==> config.mk <==
export PLATFORM = sky130hd
export DESIGN_NAME = hsvrgb_level
export DESIGN_NICKNAME = d
export VERILOG_FILES = /design/src/hsvrgb_pkg.sv /design/src/hsvrgb_level.sv
export SDC_FILE = /design/constraint.sdc
export NUM_CORES = 2
export LEC_CHECK = 0
export CAP_MARGIN = 20
export CORE_ASPECT_RATIO = 1.25
export CORE_MARGIN = 1.5
export CORE_UTILIZATION = 48
export CTS_CLUSTER_DIAMETER = 100
export DETAILED_ROUTE_END_ITERATION = 10
export DONT_BUFFER_PORTS = 1
export SLEW_MARGIN = 20
export SYNTH_ARGS = -nofsm -noshare
export SYNTH_HDL_FRONTEND = slang
export SYNTH_SLANG_ARGS = --single-unit
==> constraint.sdc <==
create_clock -name clock -period 8.5 [get_ports clock]
set_input_delay 0 -clock clock [delete_from_list [all_inputs] [get_ports clock]]
set_output_delay 0 -clock clock [all_outputs]
set_load 0.1 [all_outputs]
==> src/hsvrgb_pkg.sv <==
// ---------------------------------------------------------------------------
// hsvrgb_pkg
// shared types and constants for the hsv to rgba converter pipeline
// ---------------------------------------------------------------------------
package hsvrgb_pkg;

   localparam int IN_W    = 20;
   localparam int CH_W    = 8;
   localparam int SECT_W  = 3;
   localparam int REQ_W   = 72;
   localparam int RSP_W   = 32;

   typedef enum logic [SECT_W-1:0] {
      SECT_RED_YEL = 3'd0,
      SECT_YEL_GRN = 3'd1,
      SECT_GRN_CYN = 3'd2,
      SECT_CYN_BLU = 3'd3,
      SECT_BLU_MAG = 3'd4,
      SECT_MAG_RED = 3'd5
   } sector_type;

   typedef struct packed {
      logic             valid;
      sector_type       sector;
      logic [CH_W-1:0]  alpha;
   } stage_ctl_type;

endpackage

==> src/hsvrgb_level.sv <==
// ---------------------------------------------------------------------------
// hsvrgb_level
// third stage: the p, q and t levels scaled by brightness
// ---------------------------------------------------------------------------
module hsvrgb_level #(
   parameter int FRAC_BITS = 16
) (
   input  logic                      clock,
   input  logic                      reset,
   input  logic                      en,
   input  hsvrgb_pkg::stage_ctl_type ctl_in,
   input  logic [FRAC_BITS:0]        sat_in,
   input  logic [FRAC_BITS:0]        bri_in,
   input  logic [FRAC_BITS:0]        sf_in,
   input  logic [FRAC_BITS:0]        sg_in,
   output hsvrgb_pkg::stage_ctl_type ctl_ff,
   output logic [FRAC_BITS:0]        bri_ff,
   output logic [FRAC_BITS:0]        p_ff,
   output logic [FRAC_BITS:0]        q_ff,
   output logic [FRAC_BITS:0]        t_ff
);
   import hsvrgb_pkg::*;

   localparam int LVL_W = FRAC_BITS + 1;
   localparam int PR_W  = 2 * LVL_W;
   localparam logic [LVL_W-1:0] ONE_L = LVL_W'(1) << FRAC_BITS;

   logic [PR_W-1:0] p_prod;
   logic [PR_W-1:0] q_prod;
   logic [PR_W-1:0] t_prod;

   assign p_prod = PR_W'(bri_in) * PR_W'(ONE_L - sat_in);
   assign q_prod = PR_W'(bri_in) * PR_W'(ONE_L - sf_in);
   assign t_prod = PR_W'(bri_in) * PR_W'(ONE_L - sg_in);

   always_ff @(posedge clock) begin
      if (reset) begin
         ctl_ff.valid <= 1'b0;
      end else if (en) begin
         ctl_ff.valid <= ctl_in.valid;
      end
      if (en) begin
         ctl_ff.sector <= ctl_in.sector;
         ctl_ff.alpha  <= ctl_in.alpha;
         bri_ff        <= bri_in;
         p_ff          <= p_prod[FRAC_BITS+LVL_W-1:FRAC_BITS];
         q_ff          <= q_prod[FRAC_BITS+LVL_W-1:FRAC_BITS];
         t_ff          <= t_prod[FRAC_BITS+LVL_W-1:FRAC_BITS];
      end
   end

`ifndef SYNTH
   // no level may exceed brightness
   a_p_le_b: assert property (@(posedge clock) disable iff (reset)
      ctl_ff.valid |-> (p_ff <= bri_ff)) else $error("p above brightness");
   a_qt_le_b: assert property (@(posedge clock) disable iff (reset)
      ctl_ff.valid |-> (q_ff <= bri_ff && t_ff <= bri_ff)) else $error("q or t above brightness");
   // p is the floor of the three levels
   a_p_floor: assert property (@(posedge clock) disable iff (reset)
      ctl_ff.valid |-> (p_ff <= q_ff && p_ff <= t_ff)) else $error("p above q or t");
`endif

endmodule

==> results.md <==
Setup path:
- The highest-delay cell along the critical path is or4_1.
- In this run the worst path has a maximum fanout of 9.
- Data arrives at the worst endpoint at 7610 ps.
- STA classifies the critical path startpoint as a primary input.
- Among the stages of the critical path, the cell type that occurs most often is fa_1.
- The delay of the slowest critical-path stage is 570 ps.
- The category of the critical setup timing path is in -> reg.
- The kind of cell adding the most delay to the critical path is adder cells.
- The data required time at the worst endpoint is 8650 ps.
- STA classifies the critical path endpoint as a register.
- The buffer and inverter count on the worst path is 3.

Timing:
- The final-layout setup total negative slack is 0 ps.
- In this run the tightest slew margin relative to its limit is 26.7%.
- The final critical path takes up 87.8% of the cycle.
- The number of pins exceeding their max-slew limit in the final report was 0.
- The number of hold violations in the final report was 0.
- At the pin with the least slew margin, the transition time is 1090 ps.
- The maximum clock frequency is 134 MHz.
- The routed design could run at a clock period as short as 7460 ps.
- The setup clock skew after layout is 0 ps.
- Setup violations remaining at the end of the flow were counted as 0.
- Setup repair after global routing left no endpoint under its margin.

Floorplan:
- The die is 234 µm wide.
- Once the floorplan was initialized, standard cells occupied 48.6% of the core.
- The die area is 68,300 µm².
- The core region is 65,800 µm².
- The standard-cell row count is 105.
- 163 I/O pins were placed.
- The vertical extent of the die is 292 µm.

Synth:
- In this run the mean area of a mapped cell was 9.12 µm².
- The mux cell area share after synthesis is 0.0313%.
- The area fraction in compound gates after synthesis is 2.90%.
- In this run the cell area of the synthesized design comes to 32,000 µm².
- Summing the areas of all fa, ha and maj instances in the mapped netlist gives 57.6% of the synthesized area.
- The distinct cell type count of the synthesized netlist is 69.
- After synthesis the netlist holds a flip-flop and latch count of 80.
- The post-synthesis simple-gate area fraction is 16.5%.
- The async set or reset register ratio after synthesis is 0%.
- The number of enable-type register cells in the synthesized netlist is 79.
- The xor/xnor share of the synthesized area is 3.08%.
- The number of warnings reported in the yosys synthesis log is 0.
- The flip-flop cell with the highest count after synthesis is edfxtp_1.
- The dominant combinational cell family by area after synthesis is adder cells.
- The number of nets handed over by synthesis was 4,638.
- Counting every instance in the synthesized netlist gives 3,511.
- The share of synthesized area occupied by flip-flops and latches is 7.47%.

Clocking:
- No sink is reached through more buffers than the 2 on the longest clock path.
- TritonCTS built the clock tree.
- CTS placed an instance of clkbuf_16 at the clock tree root.
- The clock slew at the register clock pins of the worst setup and hold paths is 70 ps.
- The post-cts resize count is 0.
- Clock tree synthesis found a total of 80 sinks.
- The number of levels the H-tree was split into is 3.
- The worst-skew pair later-pin latency is 400 ps.
- In this run, CTS created clock tree buffers numbering 9.

GRT:
- Global routing finished with a remaining overflow of 0.
- The largest net degree at the start of global routing is 80.
- Global routing consumed, over all layers together, 24.2% of the routing resources.
- The number of antenna violations at the first check in global routing is 0.
- The first global-routing pass estimated 128,000 µm of wire.
- The number of global-route vias before repair was 24,600.

Detailed routing:
- The routed layout has 22,300 vias.
- The residual antenna-violating net count after detailed routing is 0.
- The number of iterations in the first detailed-routing pass is 5.
- The routed length per instance is 17.7 µm.
- The per-cell via count in the routed design is 5.19.
- The remaining routing DRC violations is 0.
- The iteration-0 DRC count of the detailed router is 925.
- For this block, the routed nets add up to 76,100 µm of wire.

Placed design:
- At the end of routability-driven placement, the weighted congestion stood at 0.836.
- The count of input and output buffers is 0.
- The total half-perimeter wirelength after legalization and detailed placement is 57,400 µm.

Final layout:
- The footprint of the multi-input gates is 25,700 µm².
- The library cell used most frequently in the layout, excluding fill and tap cells, is inv_1.
- Leaving out fill and tap cells, the most frequent cells in the layout are inv_1 (889), fa_1 (717), nand2_1 (566).
- The repair_antennas step left the layout with diodes totalling 0.
- The area growth from synthesis to layout is 4.47%.
- The filler cell count is 6,300.
- The area used by sequential logic in the layout is 2390 µm².
- Cells with a size suffix above 1 make up 3.43% of the layout.
- The net total in the final layout is 4,558.

Run status:
- The run finished with clean final reports.

Min path:
- In this run the worst hold path is classified as in -> reg.

Job:
- The tool flagged a number of max-cap violations equal to 0.
[stage by stage]
step | area [µm²] | cells | hold slack [ps] | worst slack, ps | util, %
2_1_floorplan | 32000 | 3511 | 72.4 | 1250 | -
3_3_place_gp | 32800 | 4245 | 75.3 | 796 | 49.9
3_5_place_dp | 32800 | 4245 | 81.4 | 724 | 49.9
4_1_cts | 33400 | 4292 | 36.1 | 1130 | 50.8
5_1_grt | 33400 | 4292 | 58.1 | 593 | 50.8
6_report | 33400 | 4292 | 32.5 | 1040 | 50.8
[cells in the mapped netlist, drive strengths merged, types with 6 or more instances]
cell	n	share of area, %
a211oi	8	0.19
a21o	23	0.54
a21oi	37	0.60
and2	323	6.3
and3	13	0.25
buf	6	0.11
clkbuf	159	1.9
edfxtp	79	7.4
fa	717	45
ha	327	13
inv	889	10
nand2	566	6.6
nand2b	7	0.14
nand3	14	0.22
nand4	8	0.16
nor2	67	0.79
nor3	27	0.44
nor4	12	0.27
o21a	8	0.19
o21ai	16	0.31
or2	26	0.51
or3	6	0.13
or4	7	0.20
xnor2	78	2.2
xor2	32	0.90
[state kept, by name, summed over array words and instances (netlist names)]
signal	flops
bri_ff	17
p_ff	17
q_ff	17
t_ff	17
ctl_ff	12
[what timing repair did]
item	in CTS	in global routing
hold buffers	31	0
endpoints found under the setup margin	0	0
endpoints found under the hold margin	109	0
setup buffers	0	0
[cell families (layout without fill, tap and decap cells)]
group | count (synthesis) | count (layout)
AND/OR/NAND/NOR | 1094 | 1094
multiplexers | 1 | 1
AO/OA/AOI/OAI | 128 | 128
adder cells (fa/ha/maj) | 1044 | 1044
XOR/XNOR | 110 | 110
buffers and inverters | 1054 | 979
flip-flops | 80 | 80
[layout make-up]
cell class / instances / area share, %
multi-input cells: 2377 / 76.9
inverters: 889 / 9.98
flip-flops and latches: 80 / 7.15
well taps: 856 / 3.20
repair buffers: 74 / 1.95
clock buffers: 9 / 0.673
clock inverters: 7 / 0.165
[path summary, 6_finish.rpt]
kind               from    endpoint  slack [ps]  depth (start not counted)
max           sat_in[4]    p_ff[16]        1040                         25
min                  en    p_ff[13]          30                          1
min reg2reg  ctl_ff[11]  ctl_ff[11]        1550                          3
max reg2reg  ctl_ff[11]  ctl_ff[11]        6680                          3
[layer usage]
metal	up-vias	global-route usage, %	wire, µm
met5	-	0	0
met4	0	7.40	2040
met3	101	3.33	3490
met2	481	42.2	39200
met1	11600	30.9	31400
li1	10100	-	-
Power is not shown: default switching activity piles up to over one toggle a cycle in this logic, so the estimate is an artifact.
