`config.mk`:
```
export PLATFORM = sky130hd
export DESIGN_NAME = hsvrgb_select
export DESIGN_NICKNAME = d
export VERILOG_FILES = /design/src/hsvrgb_pkg.sv /design/src/hsvrgb_select.sv
export SDC_FILE = /design/constraint.sdc
export NUM_CORES = 1
export LEC_CHECK = 0
export BUFFER_PORTS_ARGS = -buffer_cell sky130_fd_sc_hd__clkbuf_2
export CAP_MARGIN = 10
export CORE_ASPECT_RATIO = 0.7
export CORE_MARGIN = 2
export CORE_UTILIZATION = 55
export DETAILED_ROUTE_END_ITERATION = 10
export GPL_TIMING_DRIVEN = 0
export HOLD_SLACK_MARGIN = 0.1
export PLACE_DENSITY = 0.82
export SKIP_LAST_GASP = 1
export SLEW_MARGIN = 20
export SYNTH_ARGS = -nofsm -noshare
export SYNTH_HDL_FRONTEND = slang
export SYNTH_SLANG_ARGS = --single-unit
```
`constraint.sdc`:
```
create_clock -name clock -period 9.6 [get_ports clock]
set_input_delay 0.96 -clock clock [delete_from_list [all_inputs] [get_ports clock]]
set_output_delay 0.96 -clock clock [all_outputs]
set_load 0.02 [all_outputs]
```
`src/hsvrgb_pkg.sv`:
```
// ---------------------------------------------------------------------------
// hsvrgb_pkg
// shared types and constants for the hsv to rgba converter pipeline
// ---------------------------------------------------------------------------
package hsvrgb_pkg;

   localparam int IN_W    = 20;
   localparam int CH_W    = 8;
   localparam int SECT_W  = 3;
   localparam int REQ_W   = 72;
   localparam int RSP_W   = 32;

   typedef enum logic [SECT_W-1:0] {
      SECT_RED_YEL = 3'd0,
      SECT_YEL_GRN = 3'd1,
      SECT_GRN_CYN = 3'd2,
      SECT_CYN_BLU = 3'd3,
      SECT_BLU_MAG = 3'd4,
      SECT_MAG_RED = 3'd5
   } sector_type;

   typedef struct packed {
      logic             valid;
      sector_type       sector;
      logic [CH_W-1:0]  alpha;
   } stage_ctl_type;

endpackage

```
`src/hsvrgb_select.sv`:
```
// ---------------------------------------------------------------------------
// hsvrgb_select
// last stage: sector routing and conversion of each level to a byte
// ---------------------------------------------------------------------------
module hsvrgb_select #(
   parameter int FRAC_BITS = 16
) (
   input  logic                           clock,
   input  logic                           reset,
   input  logic                           en,
   input  hsvrgb_pkg::stage_ctl_type      ctl_in,
   input  logic [FRAC_BITS:0]             bri_in,
   input  logic [FRAC_BITS:0]             p_in,
   input  logic [FRAC_BITS:0]             q_in,
   input  logic [FRAC_BITS:0]             t_in,
   output logic                           valid_ff,
   output logic [hsvrgb_pkg::CH_W-1:0]    red_ff,
   output logic [hsvrgb_pkg::CH_W-1:0]    green_ff,
   output logic [hsvrgb_pkg::CH_W-1:0]    blue_ff,
   output logic [hsvrgb_pkg::CH_W-1:0]    alpha_ff
);
   import hsvrgb_pkg::*;

   localparam int LVL_W = FRAC_BITS + 1;
   localparam int SC_W  = LVL_W + CH_W;

   function automatic logic [CH_W-1:0] to_byte(input logic [LVL_W-1:0] lvl);
      logic [SC_W-1:0] scaled;
      // level times 255 as a shift and subtract
      scaled = (SC_W'(lvl) << CH_W) - SC_W'(lvl);
      return scaled[FRAC_BITS+CH_W-1:FRAC_BITS];
   endfunction

   logic [LVL_W-1:0] r_lvl;
   logic [LVL_W-1:0] g_lvl;
   logic [LVL_W-1:0] b_lvl;

   always_comb begin
      case (ctl_in.sector)
         SECT_RED_YEL: begin r_lvl = bri_in; g_lvl = t_in;   b_lvl = p_in;   end
         SECT_YEL_GRN: begin r_lvl = q_in;   g_lvl = bri_in; b_lvl = p_in;   end
         SECT_GRN_CYN: begin r_lvl = p_in;   g_lvl = bri_in; b_lvl = t_in;   end
         SECT_CYN_BLU: begin r_lvl = p_in;   g_lvl = q_in;   b_lvl = bri_in; end
         SECT_BLU_MAG: begin r_lvl = t_in;   g_lvl = p_in;   b_lvl = bri_in; end
         default:      begin r_lvl = bri_in; g_lvl = p_in;   b_lvl = q_in;   end
      endcase
   end

   always_ff @(posedge clock) begin
      if (reset) begin
         valid_ff <= 1'b0;
      end else if (en) begin
         valid_ff <= ctl_in.valid;
      end
      if (en) begin
         red_ff   <= to_byte(r_lvl);
         green_ff <= to_byte(g_lvl);
         blue_ff  <= to_byte(b_lvl);
         alpha_ff <= ctl_in.alpha;
      end
   end

endmodule

```
==> impl_metrics.py, run 1 <==
metrics = {
    "clock_network": {
        "clk_latency_ns": 0.28,
        "htree_num_levels": 2,
        "post_cts_resized": 0,
        "cts.sinks": 33,
        "path_clk_slew_ns": 0.05,
        "cts_tree": "done",
        "postCtsSetupBuffers": 0,
        "ctsRootBufferMaster": "clkbuf_16",
        "cts_buffer_depth": 2,
        "cts_buffers": 5,
        "cts_hold_buf": 0,
    },
    "timing": {
        "tightestPinTransition_ns": 1.12,
        "timing.hold.ws_ns": 0.516,
        "fmax_ghz": 0.171,
        "drv_slew": 0,
        "max_slew_margin_pct": 24.3,
        "clock_skew_ns": 0,
        "period_needed_ns": 5.86,
        "fin_tns_setup_ns": 0,
        "layout_setup_ws_ns": 3.74,
        "rsz0062_at_grt": "false",
        "setup_violations": 0,
        "finalCritPeriodShare_pct": 61.0,
        "hold_viol": 0,
    },
    "detailed_routing": {
        "wl_um": 19500,
        "via_per_inst": 7.00,
        "drt_iter0_markers": 798,
        "ant_nets": 0,
        "first_pass_iters": 5,
        "post_drt_wl_per_cell_um": 23.2,
        "wl_met3_um": 2980,
        "met1_length_um": 8100,
        "drc": 0,
        "wl_met2_um": 7730,
        "top_layer_used": "met4",
        "vias": 5862,
    },
    "synth": {
        "ys_types": 76,
        "synth-seq-area-share_pct": 20.4,
        "synthCells": 594,
        "synth_area_leaders": "edfxtp_1 (20%), mux2i_1 (8.5%), ha_1 (4.9%), nand2_1 (4.6%), mux2_2 (4.5%)",
        "synth_edf_count": 32,
        "synth_area_leader_cell": "edfxtp_1",
        "synthFlopType": "edfxtp_1",
        "netlist.area_leader.share_pct": 20.0,
        "syn_nets": 696,
        "ys_ff_latch": 33,
        "yosys_warnings": 0,
        "syn_area_per_cell_um2": 8.09,
        "netlist_area_um2": 4800,
        "synth-async-reset-ratio_pct": 0,
    },
    "place": {
        "portBuffers": 115,
        "place_ws_ns": 3.70,
        "gp_congestion": 1.06,
        "dpl.hpwl_um": 15400,
        "dp_cells": 829,
    },
    "worst_setup_path": {
        "cp_cell_sequence": "clkbuf_2 > buf_2 > buf_2 > buf_2 > buf_2 > buf_1 > clkbuf_1 > a31oi_1 > ha_1 > nand2_1 > a2111oi_0 > nand3_1 > o2111ai_1 > a32oi_1 > o2111ai_1 > nor4_1 > nand2b_1",
        "critPathArrivalTime_ns": 5.88,
        "crit_slowest_cell": "buf_1",
        "cp_slowest_stage_delay_ns": 0.62,
        "cp_top_family": "buffers and inverters",
        "path_buf_inv": 7,
        "path_class": "in -> reg",
        "path_max_fanout": 10,
        "critPathLaunchType": "primary input",
        "cp-end-kind": "flip-flop",
        "worstPathRequired_ns": 9.62,
        "path_common_cell": "buf_2",
    },
    "finish": {
        "layout.cells.non_filler": 837,
        "drive_above_1_share_pct": 25.2,
        "antenna_cells": 0,
        "area_delta_synth_final_pct": 18.1,
        "fillers": 754,
        "regArea_um2": 981,
        "final_common_cell": "clkbuf_2",
        "final_cell_mix": "clkbuf_2 (115), nand2_1 (59), mux2i_1 (41), o21ai_0 (34), edfxtp_1 (32)",
        "nets": 818,
        "multiInputGateArea_um2": 3520,
    },
    "power_and_ir_drop": {
        "leakage_nw": 2.43,
        "pwr_density_cell_nw_per_um2": 129,
        "vdd_drop_max_mv": 0.0793,
    },
    "run_status": {
        "status": "complete, no violations",
    },
    "grt": {
        "antenna_found_initial": 0,
        "gr-usage-all-layers_pct": 39.9,
        "grt_overflow": 0,
        "grt_pass1_vias": 5183,
        "grt_max_degree": 34,
        "grt_pass1_wl_um": 28500,
    },
    "die": {
        "core-area_um2": 8480,
        "die_w_um": 116,
        "die_h_um": 82.2,
        "start_util_pct": 56.7,
        "dieArea_um2": 9510,
        "fp-row-count": 28,
        "io_pins": 116,
    },
    "min_path": {
        "hold_class": "reg -> reg",
    },
    "job": {
        "maxCapViolations": 0,
    },
}
cell families after synthesis:
family,after synthesis,share of synthesized area [%]
fa+ha+maj,25,6.22
compound gates,190,28.2
xor+xnor,32,5.83
simple gates,186,19.8
mux,61,13.3
buf+inv,67,6.22
flops,33,20.4
layer usage:
layer	vias to the layer above	GRT usage [%]
li1	2532	-
met1	2716	56.8
met2	531	57.5
met3	83	10.9
met4	0	14.5
met5	-	0
cell usage after synthesis (7+ instances only):
library cell	n
nand2_1	59
mux2i_1	41
o21ai_0	34
edfxtp_1	32
a21oi_1	30
inv_1	29
nor2_1	25
xnor2_1	23
ha_1	19
mux2_2	19
buf_2	17
nand2b_1	14
nand3_1	14
a211oi_1	13
nor4_1	13
a31oi_1	12
clkbuf_1	12
o211ai_1	12
o221ai_1	11
nor2b_1	9
nor3_1	9
o22ai_1	9
xor2_1	9
a21o_1	8
and3_1	8
and2_1	7
o2111ai_1	7
metrics by stage:
step | total power, mW | instance area (µm²) | utilization, %
final | 0.734 | 5670 | 66.9
after global routing | 0.761 | 5670 | 66.9
after CTS | 0.718 | 5670 | 66.9
after detailed placement | 0.555 | 5530 | 65.2
after global placement | 0.543 | 5530 | 65.2
after floorplan | 0.432 | 4800 | -
cell type report:
cell class / count / share of cell area [%]
clock buffers: 5 / 2.21
repair buffers: 115 / 10.1
multi-input cells: 494 / 62.1
well taps: 120 / 2.65
clock inverters: 3 / 0.309
plain buffers: 37 / 3.29
inverters: 30 / 1.99
flip-flops and latches: 33 / 17.3
power breakdown:
| part | internal (mW) | switching [mW] |
|---|---|---|
| Sequential | 0.186 | 0.00619 |
| Clock | 0.0953 | 0.0695 |
| Combinational | 0.137 | 0.240 |
| Total | 0.418 | 0.316 |
registers in the layout, indices dropped and copies added, names as in the netlist:
signal,cells
green_ff,8
alpha_ff,8
valid_ff,1
red_ff,8
blue_ff,8
worst paths after layout:
path / start / endpoint / slack (ns) / depth (start not counted)
max: ctl_in[10] / blue_ff[6] / 3.74 / 17
min: valid_ff / valid_ff / 0.52 / 2
max reg2reg: valid_ff / valid_ff / 8.99 / 2
min reg2reg: valid_ff / valid_ff / 0.52 / 2
worst reg2reg max path, cell delays in order, from the launching register on:
cell and delay (ns):
dfxtp_1 0.31, mux2i_1 0.13, nor2_1 0.06
(Power assumes the default switching activity.)
==> run 2, diff against run 1 <==
--- a/config.mk
+++ b/config.mk
@@ -5,15 +5,16 @@
 export SDC_FILE = /design/constraint.sdc
 export NUM_CORES = 1
 export LEC_CHECK = 0
+export ABC_AREA = 1
 export BUFFER_PORTS_ARGS = -buffer_cell sky130_fd_sc_hd__clkbuf_2
 export CAP_MARGIN = 10
 export CORE_ASPECT_RATIO = 0.7
 export CORE_MARGIN = 2
-export CORE_UTILIZATION = 55
+export CORE_UTILIZATION = 50
 export DETAILED_ROUTE_END_ITERATION = 10
 export GPL_TIMING_DRIVEN = 0
 export HOLD_SLACK_MARGIN = 0.1
-export PLACE_DENSITY = 0.82
+export PLACE_DENSITY = 0.78
 export SKIP_LAST_GASP = 1
 export SLEW_MARGIN = 20
 export SYNTH_ARGS = -nofsm -noshare
==> constraint.sdc (replaced) <==
create_clock -name clock -period 5.15 [get_ports clock]
set_input_delay 0.515 -clock clock [delete_from_list [all_inputs] [get_ports clock]]
set_output_delay 0.515 -clock clock [all_outputs]
set_load 0.02 [all_outputs]
==> run 2 against run 1 <==
  * Synthesized cell count is 41% higher
  * Area after synthesis fell by 0.13%
  * Via count increased by 0.55%
  * Sequential power up 85%
  * Sequential cell count did not move
  * Global-route usage down 8.0 points
  * Critical path type unchanged
  * Largest cell class unchanged
  * Highest routed layer unchanged
==> impl_metrics.py, run 2 <==
metrics = {
    "clock_network": {
        "cts_buffer_depth": 2,
        "post_cts_resized": 0,
        "htree_num_levels": 2,
        "postCtsSetupBuffers": 0,
        "clk_latency_ns": 0.27,
        "cts_hold_buf": 0,
        "cts_buffers": 5,
        "cts.sinks": 33,
        "cts_tree": "done",
        "ctsRootBufferMaster": "clkbuf_16",
        "path_clk_slew_ns": 0.06,
    },
    "min_path": {
        "holdPathEnd": "valid_ff",
        "worstHoldStart": "reset",
        "min_delay_path_depth": 2,
        "hold_class": "in -> reg",
    },
    "synth": {
        "netlist_area_um2": 4800,
        "ys_types": 48,
        "syn_area_per_cell_um2": 5.74,
        "synth_area_leader_cell": "nand2_1",
        "synth_area_leaders": "nand2_1 (25%), edfxtp_1 (20%), inv_1 (8.3%), nor2_1 (7.3%), nand3_1 (7.0%)",
        "synthCells": 836,
        "syn_nets": 938,
        "yosys_warnings": 0,
        "synth_edf_count": 32,
        "ys_ff_latch": 33,
        "synthFlopType": "edfxtp_1",
        "synth-seq-area-share_pct": 20.4,
        "synth_top_cells_by_count": "nand2_1 (323), inv_1 (106), nor2_1 (93)",
        "yosysMostFrequentCell": "nand2_1",
        "synth-async-reset-ratio_pct": 0,
        "netlist.area_leader.share_pct": 25.3,
    },
    "worst_setup_path": {
        "path_class": "in -> reg",
        "cp_cell_sequence": "clkbuf_2 > nor2_4 > nand2_4 > nand2_2 > buf_2 > nand2_1 > nand3_1 > o21bai_1 > inv_1 > ha_1 > a21o_1 > a31oi_1 > nand2_1 > nand2_1 > nand2_1 > nand2_1 > nand2_1 > nand2_1 > nand2_1",
        "critPathLaunchType": "primary input",
        "rr_worst_depth": 2,
        "cp-end-kind": "flip-flop",
        "r2r_start": "valid_ff",
        "reg2reg_slack_ns": 4.57,
        "path_common_cell": "nand2_1",
        "cp_slowest_stage_delay_ns": 0.35,
        "critPathArrivalTime_ns": 3.36,
        "path_max_fanout": 10,
        "r2r_end": "valid_ff",
        "crit_slowest_cell": "ha_1",
        "worstPathRequired_ns": 5.18,
    },
    "power_and_ir_drop": {
        "vdd_drop_max_mv": 0.172,
        "leakage_nw": 3.15,
        "pwr_density_cell_nw_per_um2": 241,
    },
    "detailed_routing": {
        "ant_nets": 0,
        "drc": 0,
        "vias": 5894,
        "first_pass_iters": 7,
        "via_per_inst": 5.45,
        "post_drt_wl_per_cell_um": 15.2,
        "drt_iter0_markers": 771,
        "wl_um": 16400,
    },
    "die": {
        "fp-row-count": 29,
        "start_util_pct": 52.3,
        "core-area_um2": 9180,
        "die_h_um": 86.0,
        "die_w_um": 121,
        "io_pins": 116,
        "dieArea_um2": 10400,
    },
    "finish": {
        "area_delta_synth_final_pct": 18.0,
        "drive_above_1_share_pct": 20.4,
        "nets": 1058,
        "fillers": 968,
        "final_common_cell": "nand2_1",
        "regArea_um2": 981,
        "final_cell_mix": "nand2_1 (323), clkbuf_2 (113), inv_1 (106), nor2_1 (93), nand3_1 (67)",
        "fin_area_um2": 5660,
        "antenna_cells": 0,
        "multiInputGateArea_um2": 3270,
    },
    "timing": {
        "finalCritPeriodShare_pct": 64.6,
        "fin_tns_setup_ns": 0,
        "fmax_ghz": 0.301,
        "tightestPinTransition_ns": 0.843,
        "drv_slew": 0,
        "setup_violations": 0,
        "max_slew_margin_pct": 43.8,
        "hold_viol": 0,
        "timing.hold.ws_ns": 0.391,
        "clock_skew_ns": 0,
        "period_needed_ns": 3.33,
        "rsz0062_at_grt": "false",
    },
    "run_status": {
        "status": "complete, no violations",
    },
    "grt": {
        "grt_pass1_wl_um": 26100,
        "grt_pass1_vias": 5035,
        "antenna_found_initial": 0,
        "grt_max_degree": 34,
        "grt_overflow": 0,
        "gr-usage-all-layers_pct": 31.9,
    },
    "place": {
        "dpl.hpwl_um": 13300,
        "gp_congestion": 1.02,
        "portBuffers": 113,
        "post_dp_cell_area_um2": 5520,
    },
    "job": {
        "maxCapViolations": 0,
    },
}
==> run 2: cell types whose count changed after synthesis, moves of 19 or more <==
cell,change
nand2_1,+264
inv_1,+77
nor2_1,+68
nand3_1,+53
mux2i_1,-40
xnor2_1,-23
o21ai_0,-22
mux2_2,-19
==> run 2: layout make-up <==
class	instances	share of cell area (%)
multi-input cells	670	57.7
clock inverters	3	0.309
plain buffers	15	1.81
inverters	118	7.91
clock buffers	5	2.21
well taps	124	2.74
flip-flops and latches	33	17.3
repair buffers	113	9.99
==> run 2: critical path, delay by kind of cell <==
| kind | cells | cell delay [ns] |
|---|---|---|
| compound gates | 3 | 0.54 |
| buf+inv | 3 | 0.61 |
| fa+ha+maj | 1 | 0.35 |
| simple gates | 12 | 1.32 |
==> run 2: how the worst max path moves through the flow <==
stage,from,slack [ns],to
after detailed placement,ctl_in[9],1.63,blue_ff[4]
after floorplan,ctl_in[8],2.24,blue_ff[3]
after global placement,ctl_in[9],1.64,blue_ff[3]
after CTS,ctl_in[9],1.93,blue_ff[4]
after global routing,ctl_in[9],1.62,blue_ff[3]
final,ctl_in[9],1.82,blue_ff[4]
==> run 2: stage by stage <==
step / utilization [%] / setup WS [ns] / instances / total power [mW]
final: 61.7 / 1.82 / 1081 / 1.36
after detailed placement: 60.1 / 1.63 / 1073 / 1.05
after floorplan: - / 2.24 / 836 / 0.847
after CTS: 61.7 / 1.93 / 1081 / 1.35
after global placement: 60.1 / 1.64 / 1073 / 1.05
after global routing: 61.7 / 1.62 / 1081 / 1.46
==> run 2: power breakdown <==
part	internal [mW]	switching [mW]	total (mW)
logic	0.233	0.483	0.716
registers	0.345	0.00978	0.355
clock network	0.177	0.114	0.291
total	0.755	0.607	1.36
==> run 2: metal layers <==
layer	track usage, %	vias to the layer above	share of wire, %
met5	0	-	0
met4	8.46	0	1.6
met3	5.98	26	15
met2	43.6	399	38
met1	50.1	2540	45
li1	-	2929	-
==> run 2: cells by family (layout without fill, tap and decap cells) <==
family	Yosys count	after routing	synth area share (%)
buffers and inverters	133	254	11.5
XOR/XNOR	1	1	0.183
adder cells (fa/ha/maj)	19	19	4.95
AO/OA/AOI/OAI	77	77	9.73
multiplexers	1	1	0.209
flip-flops	33	33	20.4
AND/OR/NAND/NOR	572	572	53.0
