$ cat config.mk
export PLATFORM = sky130hd
export DESIGN_NAME = hsvrgb_mix
export DESIGN_NICKNAME = d
export VERILOG_FILES = /design/src/hsvrgb_pkg.sv /design/src/hsvrgb_mix.sv
export SDC_FILE = /design/constraint.sdc
export NUM_CORES = 1
export LEC_CHECK = 0
export BUFFER_PORTS_ARGS = -buffer_cell sky130_fd_sc_hd__clkbuf_2
export CELL_PAD_IN_SITES_DETAIL_PLACEMENT = 0
export CELL_PAD_IN_SITES_GLOBAL_PLACEMENT = 2
export CORE_AREA = 2 2 206 259
export CTS_BUF_LIST = sky130_fd_sc_hd__clkbuf_4 sky130_fd_sc_hd__clkbuf_8 sky130_fd_sc_hd__clkbuf_16
export DETAILED_ROUTE_END_ITERATION = 7
export DIE_AREA = 0 0 208 261
export PLACE_DENSITY_LB_ADDON = 0.12
export SKIP_CTS_REPAIR_TIMING = 1
export SYNTH_ARGS = -nofsm -noshare
export SYNTH_HDL_FRONTEND = slang
export SYNTH_SLANG_ARGS = --single-unit
export TNS_END_PERCENT = 30
$ cat constraint.sdc
create_clock -name clock -period 7.6 [get_ports clock]
set_clock_uncertainty 0.15 [all_clocks]
set_input_delay 0.38 -clock clock [delete_from_list [all_inputs] [get_ports clock]]
set_output_delay 0.38 -clock clock [all_outputs]
set_load 0.05 [all_outputs]
$ cat src/hsvrgb_pkg.sv
// ---------------------------------------------------------------------------
// hsvrgb_pkg
// shared types and constants for the hsv to rgba converter pipeline
// ---------------------------------------------------------------------------
package hsvrgb_pkg;

   localparam int IN_W    = 20;
   localparam int CH_W    = 8;
   localparam int SECT_W  = 3;
   localparam int REQ_W   = 72;
   localparam int RSP_W   = 32;

   typedef enum logic [SECT_W-1:0] {
      SECT_RED_YEL = 3'd0,
      SECT_YEL_GRN = 3'd1,
      SECT_GRN_CYN = 3'd2,
      SECT_CYN_BLU = 3'd3,
      SECT_BLU_MAG = 3'd4,
      SECT_MAG_RED = 3'd5
   } sector_type;

   typedef struct packed {
      logic             valid;
      sector_type       sector;
      logic [CH_W-1:0]  alpha;
   } stage_ctl_type;

endpackage

$ cat src/hsvrgb_mix.sv
// ---------------------------------------------------------------------------
// hsvrgb_mix
// second stage: saturation times fraction and times its complement
// ---------------------------------------------------------------------------
module hsvrgb_mix #(
   parameter int FRAC_BITS = 16
) (
   input  logic                      clock,
   input  logic                      reset,
   input  logic                      en,
   input  hsvrgb_pkg::stage_ctl_type ctl_in,
   input  logic [FRAC_BITS:0]        sat_in,
   input  logic [FRAC_BITS:0]        bri_in,
   input  logic [FRAC_BITS-1:0]      frac_in,
   output hsvrgb_pkg::stage_ctl_type ctl_ff,
   output logic [FRAC_BITS:0]        sat_ff,
   output logic [FRAC_BITS:0]        bri_ff,
   output logic [FRAC_BITS:0]        sf_ff,
   output logic [FRAC_BITS:0]        sg_ff
);
   import hsvrgb_pkg::*;

   localparam int LVL_W = FRAC_BITS + 1;
   localparam int PR_W  = 2 * LVL_W;
   localparam logic [LVL_W-1:0] ONE_L = LVL_W'(1) << FRAC_BITS;

   logic [LVL_W-1:0] one_minus_f;
   logic [PR_W-1:0]  sf_prod;
   logic [PR_W-1:0]  sg_prod;

   assign one_minus_f = ONE_L - LVL_W'(frac_in);
   assign sf_prod     = PR_W'(sat_in) * PR_W'(frac_in);
   assign sg_prod     = PR_W'(sat_in) * PR_W'(one_minus_f);

   always_ff @(posedge clock) begin
      if (reset) begin
         ctl_ff.valid <= 1'b0;
      end else if (en) begin
         ctl_ff.valid <= ctl_in.valid;
      end
      if (en) begin
         ctl_ff.sector <= ctl_in.sector;
         ctl_ff.alpha  <= ctl_in.alpha;
         sat_ff        <= sat_in;
         bri_ff        <= bri_in;
         sf_ff         <= sf_prod[FRAC_BITS+LVL_W-1:FRAC_BITS];
         sg_ff         <= sg_prod[FRAC_BITS+LVL_W-1:FRAC_BITS];
      end
   end

endmodule

==> flow_metrics.env, run 1 <==
export IMPL_status="completed"
export IMPL_synth_distinct_cells=61
export IMPL_yosysSeqAreaShare=0.116
export IMPL_gr_total_overflow=0
export IMPL_core_area_um2=52000
export IMPL_drc=0
export IMPL_die_width_um=208
export IMPL_fp_row_count=94
export IMPL_hold_viol=0
export IMPL_yosys_most_used_dff="edfxtp_1"
export IMPL_cts_tree="done"
export IMPL_fin_cells=3057
export IMPL_worst_pin_slew_ns=1.22
export IMPL_min_period_over_period=0.935
export IMPL_place_ws_ns=0.0910
export IMPL_worstSetupEndpointType="register"
export IMPL_clkSinkCount=80
export IMPL_async_reset_ff_frac=0
export IMPL_fillers=5188
export IMPL_synthesis_area_um2=20600
export IMPL_initial_core_util=0.396
export IMPL_setup_tns_ns=0
export IMPL_yosysWarnings=0
export IMPL_grt_pass1_wl_um=91700
export IMPL_fmax_mhz=141
export IMPL_drv_cap=0
export IMPL_hpwl_um=46900
export IMPL_worstHoldStart="bri_in[5]"
export IMPL_clkSlewWorstSetupHoldPaths_ns=0.08
export IMPL_ys_seq_elements=80
export IMPL_path_max_fanout=18
export IMPL_die_h_um=261
export IMPL_cts_buffer_depth=2
export IMPL_final_max_slew_viol_count=0
export IMPL_crit_required_ns=7.63
export IMPL_crit_top_cell="fa_1"
export IMPL_r2r_start="ctl_ff[11]"
export IMPL_crit_arrival_ns=7.14
export IMPL_grt_max_degree=57
export IMPL_max_stage_delay_ns=0.98
export IMPL_diodes=0
export IMPL_gp_congestion=0.822
export IMPL_cp_start_kind="primary input"
export IMPL_layout_drive_gt1_share=0.112
export IMPL_grt_util_all_layers=0.220
export IMPL_period_minus_slack_ns=7.11
export IMPL_relSlewSlack=0.179
export IMPL_ant_nets=0
export IMPL_htreeDepth=3
export IMPL_die_area_um2=54300
export IMPL_crit_path_top_delay_cell="xnor2_1"
export IMPL_grt_antenna_before_repair=2
export IMPL_cp_cell_sequence="clkbuf_2 > buf_4 > xnor2_1 > nand2_1 > fa_1 > inv_1 > fa_1 > inv_1 > fa_1 > inv_1 > fa_1 > fa_1 > inv_1 > fa_1 > inv_1 > ha_1 > a211oi_1 > nand2_1 > o21ai_0 > buf_4 > and3_1 > a21oi_1 > or2_2 > o311ai_0"
export IMPL_numCtsBuffers=9
export IMPL_first_iter_violations=578
export IMPL_path_class="in2reg"
export IMPL_io_pin_count=145
export IMPL_drt_pass1_iterations=5
export IMPL_setup_viol=0
export IMPL_grt_pass1_vias=16547
export IMPL_wl_um=57300
export IMPL_synth_area_per_cell_um2=9.20
export IMPL_hp_class="in2reg"
export IMPL_worstSetupStartpoint="frac_in[3]"
export IMPL_cp_buffers_inverters=8
export IMPL_vias_per_cell=4.91
export IMPL_syn_nets=2936
export IMPL_path_delay_family="adder cells"
export IMPL_dp_cells=3040
export IMPL_post_drt_wl_per_cell_um=18.7
export IMPL_worst_slack_ns=0.495
export IMPL_clock_latency_ns=0.38
export IMPL_area_growth_pct=10.7
export IMPL_vias=15004
export IMPL_cts_root_buf="clkbuf_16"
export IMPL_nets=3078
export IMPL_synth_edf_count=79
export IMPL_rsz0062_at_grt="no"
export IMPL_io_buffer_count=144
export IMPL_synth_cells=2238
==> layout make-up <==
class	count	area, µm²	area share
Clock buffer	9	225	0.00989
Clock inverter	7	106	0.00467
Inverter	537	2020	0.0885
Multi-Input combinational cell	1513	15700	0.691
Sequential cell	80	2390	0.105
Tap cell	672	841	0.0369
Timing Repair Buffer	239	1460	0.0643
==> final timing paths <==
path | to | slack [ns] | depth (start not counted)
min reg2reg | ctl_ff[11] | 0.35 | 2
max | sg_ff[9] | 0.49 | 24
max reg2reg | ctl_ff[11] | 6.86 | 2
min | bri_ff[5] | 0.01 | 1
==> registers in the layout (all words and copies together) (netlist names) <==
signal,flops
ctl_ff,12
sf_ff,17
sg_ff,17
sat_ff,17
bri_ff,17
==> metrics by stage <==
step	util	cell area [µm²]	hold WS (ns)
floorplan	-	20600	0.302
global placement	0.432	22400	0.329
global route	0.438	22800	0.00317
finish	0.438	22800	0.0135
detailed placement	0.432	22400	0.346
CTS	0.438	22800	-0.0298
==> metal layers <==
metal  part of all wire  vias up  routed length (µm)  track usage
met4              0.036        0                2030       0.0812
met3              0.033       91                1880       0.0218
li1                   -     6958                   -            -
met1               0.44     7666               25400        0.288
met5                  0        -                   0            0
met2               0.49      289               28000        0.381
==> cells in the final DEF, fill, tap and decap left out, types with 4 or more instances in the layout <==
cell type,n
o211ai_1,7
nand4_1,9
and3_1,19
inv_1,535
xnor2_1,35
or3_1,4
a31oi_1,6
o21bai_1,5
nand3_1,11
clkbuf_2,143
nor3_1,11
a21oi_1,45
and2_1,176
fa_1,428
a21o_1,18
ha_1,205
o21ai_0,30
nand2b_1,8
o21a_1,6
nor2_1,36
buf_4,93
o31ai_1,4
edfxtp_1,79
clkbuf_16,9
nand2_1,389
inv_6,4
xor2_1,14
a211oi_1,6
==> cells by family after synthesis <==
family	share of synthesized area
buf+inv	0.119
compound gates	0.0457
mux	0.000486
fa+ha+maj	0.541
flops	0.116
xor+xnor	0.0209
simple gates	0.157
==> Yosys cell counts, drive strengths merged, types with 3 or more instances <==
cell,instances,share of area
inv,537,0.098
fa,428,0.42
nand2,389,0.071
ha,205,0.12
and2,177,0.054
clkbuf,92,0.017
edfxtp,79,0.12
a21oi,45,0.011
nor2,37,0.0071
xnor2,35,0.015
o21ai,30,0.0073
and3,19,0.0058
a21o,18,0.0066
buf,16,0.0043
xor2,14,0.0060
nand3,12,0.0032
nor3,11,0.0027
nand4,9,0.0027
nand2b,8,0.0024
o211ai,7,0.0026
a211oi,6,0.0022
a31oi,6,0.0018
o21a,6,0.0022
nor4,5,0.0026
o21bai,5,0.0018
or3,5,0.0018
o31ai,4,0.0015
nor2b,3,0.00091
==> worst register-to-register path, delay by kind of cell, from the launching register on <==
kind / cells / cell delay (ns)
multiplexers: 1 / 0.12
flip-flops: 1 / 0.31
AND/OR/NAND/NOR: 1 / 0.05
Power of run 1 is left out: the tool's default activity adds up to more than one toggle a clock period on the data nets, which glitch-free logic cannot reach.
==> run 2: changes to the inputs <==
- CORE_AREA: 2 2 206 259 -> 2 2 189 283
- DIE_AREA: 0 0 208 261 -> 0 0 191 285
==> run 2 against run 1 <==
Net effect: the flow now finishes with violations (hold timing); register-to-register slack is essentially flat; fmax grew 0.32%; count of clock-buffer cells in the layout is the same; core utilization shrank 0.25 points; critical path depth is the same; routed wire length shrank 0.96%; design area shrank 0.18%; global-route usage grew 0.14 points; cell count grew 0.20%; sequential cell count is the same; setup slack gained 0.022 ns.
==> flow_metrics.env, run 2 (synthesis results as in run 1) <==
export IMPL_wl_met1_um=23600
export IMPL_setup_tns_ns=0
export IMPL_diodes=0
export IMPL_cts_buffer_depth=2
export IMPL_r2r_slack_ns=6.87
export IMPL_vias=14945
export IMPL_ant_nets=0
export IMPL_grt_max_degree=55
export IMPL_final_max_slew_viol_count=0
export IMPL_period_minus_slack_ns=7.08
export IMPL_top_layer_used="met4"
export IMPL_worstSetupEndpointType="register"
export IMPL_die_width_um=191
export IMPL_setup_viol=0
export IMPL_clock_latency_ns=0.38
export IMPL_path_class="in2reg"
export IMPL_cp_start_kind="primary input"
export IMPL_grt_pass1_vias=16874
export IMPL_initial_core_util=0.394
export IMPL_io_pin_count=145
export IMPL_gp_congestion=0.889
export IMPL_core_area_um2=52200
export IMPL_final_cell_mix="535 x inv_1, 428 x fa_1, 389 x nand2_1, 205 x ha_1, 176 x and2_1"
export IMPL_r2r_start="ctl_ff[11]"
export IMPL_reg2reg_depth=2
export IMPL_nets=3074
export IMPL_worst_pin_slew_ns=1.00
export IMPL_worstHoldStart="reset"
export IMPL_cts_root_buf="clkbuf_16"
export IMPL_place_area_um2=22400
export IMPL_clkSlewWorstSetupHoldPaths_ns=0.07
export IMPL_wl_met2_um=29900
export IMPL_relSlewSlack=0.329
export IMPL_holdPathStages=2
export IMPL_area_growth_pct=10.5
export IMPL_fp_row_count=103
export IMPL_grt_util_all_layers=0.222
export IMPL_min_period_over_period=0.932
export IMPL_drt_pass1_iterations=5
export IMPL_final_common_cell="inv_1"
export IMPL_first_iter_violations=432
export IMPL_grt_antenna_before_repair=0
export IMPL_fmax_mhz=141
export IMPL_wl_um=56700
export IMPL_clkSinkCount=80
export IMPL_hold_worst_slack_ns=-0.00391
export IMPL_crit_required_ns=7.63
export IMPL_path_max_fanout=13
export IMPL_io_buffer_count=144
export IMPL_layout_drive_gt1_share=0.110
export IMPL_htreeDepth=3
export IMPL_postLayoutCellArea_um2=22700
export IMPL_grt_pass1_wl_um=92300
export IMPL_numCtsBuffers=9
export IMPL_post_drt_wl_per_cell_um=18.5
export IMPL_violations="hold timing"
export IMPL_rsz0062_at_grt="no"
export IMPL_drv_cap=0
export IMPL_drc=0
export IMPL_hp_class="in2reg"
export IMPL_crit_arrival_ns=7.11
export IMPL_hold_viol=1
export IMPL_gr_total_overflow=0
export IMPL_status="finished with violations"
export IMPL_hold_path_end="ctl_ff[11]"
export IMPL_hpwl_um=47800
export IMPL_vias_per_cell=4.88
export IMPL_r2r_end="ctl_ff[11]"
export IMPL_die_h_um=285
export IMPL_cts_tree="done"
export IMPL_die_area_um2=54400
export IMPL_met3RoutedLength_um=1720
## run 2: cell count changes in the layout (fill, tap and decap cells not counted), sizes merged
cell	previous run	this run
buf	95	92
bufinv	2	1
clkinv	0	1
dlygate4sd3	1	0
## run 2: stage by stage
| stage | instances | worst slack, ns | hold WS [ns] | utilization |
|---|---|---|---|---|
| finish | 3063 | 0.517 | -0.00391 | 0.436 |
| global route | 3063 | 0.193 | 0.00311 | 0.436 |
| CTS | 3063 | 0.549 | -0.0288 | 0.436 |
| detailed placement | 3047 | 0.112 | 0.342 | 0.430 |
| global placement | 3047 | 0.216 | 0.326 | 0.430 |
| floorplan | 2238 | 0.550 | 0.302 | - |
## run 2: critical path, cell delays in order
cell	delay (ns)
clkbuf_2	0.14
nor2_4	0.15
nand3_2	0.09
or3_4	0.42
or3_1	0.45
nor2_1	0.14
xnor2_1	0.23
buf_4	0.26
nand2_1	0.08
fa_1	0.49
inv_1	0.05
fa_1	0.57
fa_1	0.44
fa_1	0.46
fa_1	0.49
inv_1	0.05
fa_1	0.47
inv_1	0.04
ha_1	0.30
a21oi_1	0.37
and3_1	0.32
a21oi_1	0.11
or2_2	0.30
o311ai_0	0.30
## run 2: how the worst max path moves through the flow
stage / from / end / cells past startpoint
after global placement: frac_in[3] / sg_ff[9] / 27
after detailed placement: frac_in[3] / sg_ff[14] / 26
after floorplan: frac_in[0] / sg_ff[9] / 27
after CTS: frac_in[3] / sg_ff[14] / 26
after global routing: frac_in[3] / sg_ff[9] / 27
final: frac_in[3] / sg_ff[9] / 24
## run 2: per-layer routing
| metal | global-route usage | up-vias |
|---|---|---|
| met4 | 0.0692 | 0 |
| li1 | - | 6950 |
| met3 | 0.0178 | 73 |
| met1 | 0.273 | 7620 |
| met2 | 0.407 | 302 |
| met5 | 0 | - |
## run 2: final cells by class
class,instances,area (µm²)
multi-input cells,1513,15700
inverters,537,2020
flip-flops and latches,80,2390
fillers,5250,29500
clock inverters,7,85.1
clock buffers,9,225
well taps,682,853
repair buffers,235,1430
Power of run 2 is left out for the same reason.
==> run 3: changes to the inputs <==
- HOLD_SLACK_MARGIN: unset -> 0.12
- TNS_END_PERCENT: 30 -> unset
==> run 3 against run 2 <==
Net effect: the flow now finishes without violations; cell count up 1.0%; first-iteration DRC count rose by 10%; sequential share of layout area shrank 0.14 points.
==> flow_metrics.env, run 3 (synthesis results as in run 1) <==
export IMPL_path_max_fanout=13
export IMPL_crit_required_ns=7.63
export IMPL_hold_viol=0
export IMPL_grt_antenna_before_repair=0
export IMPL_fillers=5211
export IMPL_r2r_start="ctl_ff[11]"
export IMPL_hpwl_um=47800
export IMPL_r2r_end="ctl_ff[11]"
export IMPL_gr_total_overflow=0
export IMPL_grt_pass1_vias=16874
export IMPL_wl_um=57000
export IMPL_crit_top_cell="fa_1"
export IMPL_nets=3104
export IMPL_max_stage_delay_ns=0.57
export IMPL_cts_tree="done"
export IMPL_reg2reg_depth=3
export IMPL_worstHoldStart="en"
export IMPL_cp_start_kind="primary input"
export IMPL_htreeDepth=3
export IMPL_vias=15023
export IMPL_worstSetupStartpoint="frac_in[3]"
export IMPL_fp_row_count=103
export IMPL_drt_pass1_iterations=5
export IMPL_area_growth_pct=12.0
export IMPL_ant_nets=0
export IMPL_drv_cap=0
export IMPL_die_width_um=191
export IMPL_clkSlewWorstSetupHoldPaths_ns=0.07
export IMPL_cts_buffer_depth=2
export IMPL_grt_pass1_wl_um=92300
export IMPL_worst_pin_slew_ns=0.989
export IMPL_worstSetupEndpoint="sg_ff[9]"
export IMPL_cp_cell_sequence="clkbuf_2 > nor2_4 > nand3_2 > or3_4 > or3_1 > nor2_1 > xnor2_1 > buf_4 > nand2_1 > fa_1 > inv_1 > fa_1 > fa_1 > fa_1 > fa_1 > inv_1 > fa_1 > inv_1 > ha_1 > a21oi_1 > and3_1 > a21oi_1 > or2_2 > o311ai_0"
export IMPL_final_core_util=0.442
export IMPL_r2r_slack_ns=6.31
export IMPL_final_cell_mix="535 x inv_1, 428 x fa_1, 389 x nand2_1, 205 x ha_1, 176 x and2_1"
export IMPL_initial_core_util=0.394
export IMPL_hold_worst_slack_ns=0.322
export IMPL_gp_congestion=0.889
export IMPL_setup_viol=0
export IMPL_hp_class="in2reg"
export IMPL_setup_tns_ns=0
export IMPL_clkSinkCount=80
export IMPL_rsz0062_at_grt="no"
export IMPL_drc=0
export IMPL_final_max_slew_viol_count=0
export IMPL_period_minus_slack_ns=7.09
export IMPL_cts_root_buf="clkbuf_16"
export IMPL_die_area_um2=54400
export IMPL_final_common_cell="inv_1"
export IMPL_vias_per_cell=4.86
export IMPL_crit_arrival_ns=7.12
export IMPL_worstSetupEndpointType="register"
export IMPL_io_buffer_count=144
export IMPL_numCtsBuffers=9
export IMPL_min_period_over_period=0.933
export IMPL_io_pin_count=145
export IMPL_path_class="in2reg"
export IMPL_fmax_mhz=141
export IMPL_layout_drive_gt1_share=0.109
export IMPL_die_h_um=285
export IMPL_relSlewSlack=0.336
export IMPL_grt_util_all_layers=0.222
export IMPL_grt_max_degree=55
export IMPL_clock_latency_ns=0.38
export IMPL_status="completed"
export IMPL_crit_path_top_delay_cell="fa_1"
export IMPL_core_area_um2=52200
export IMPL_first_iter_violations=476
export IMPL_post_drt_wl_per_cell_um=18.4
run 3: worst min-delay path by stage:
| stage | cells past startpoint | slack (ns) | to |
|---|---|---|---|
| after floorplan | 1 | 0.30 | ctl_ff[11] |
| after global placement | 2 | 0.33 | ctl_ff[11] |
| after detailed placement | 2 | 0.34 | ctl_ff[11] |
| after CTS | 2 | -0.03 | ctl_ff[11] |
| after global routing | 1 | 0.34 | bri_ff[15] |
| final | 1 | 0.32 | bri_ff[15] |
run 3: stage by stage:
stage                     worst slack [ns]  instance area (µm²)  cells
final                                0.509                23000   3094
after global routing                 0.193                23000   3093
after CTS                            0.549                22700   3063
after detailed placement             0.112                22400   3047
after global placement               0.216                22400   3047
after floorplan                      0.550                20600   2238
run 3: per-layer routing:
metal,GRT usage,vias to the layer above,wire length [µm]
li1,-,7008,-
met1,0.273,7652,23700
met2,0.407,296,30200
met3,0.0178,67,1590
met4,0.0692,0,1480
met5,0,-,0
run 3: worst max-delay path, delay by kind of cell:
kind            cells  cell delay (ns)
xor+xnor            1             0.22
simple gates        8             1.94
fa+ha+maj           7             3.22
compound gates      3             0.81
buf+inv             5             0.54
run 3: layout make-up:
cell class | instances | area [µm²] | area share
Multi-Input combinational cell | 1513 | 15700 | 0.683
Sequential cell | 80 | 2390 | 0.104
Inverter | 537 | 2020 | 0.0875
Timing Repair Buffer | 265 | 1730 | 0.0751
Tap cell | 682 | 853 | 0.0370
Clock buffer | 9 | 225 | 0.00977
Clock inverter | 7 | 85.1 | 0.00369
Antenna cell | 1 | 2.50 | 0.000109
Power of run 3 is left out for the same reason.
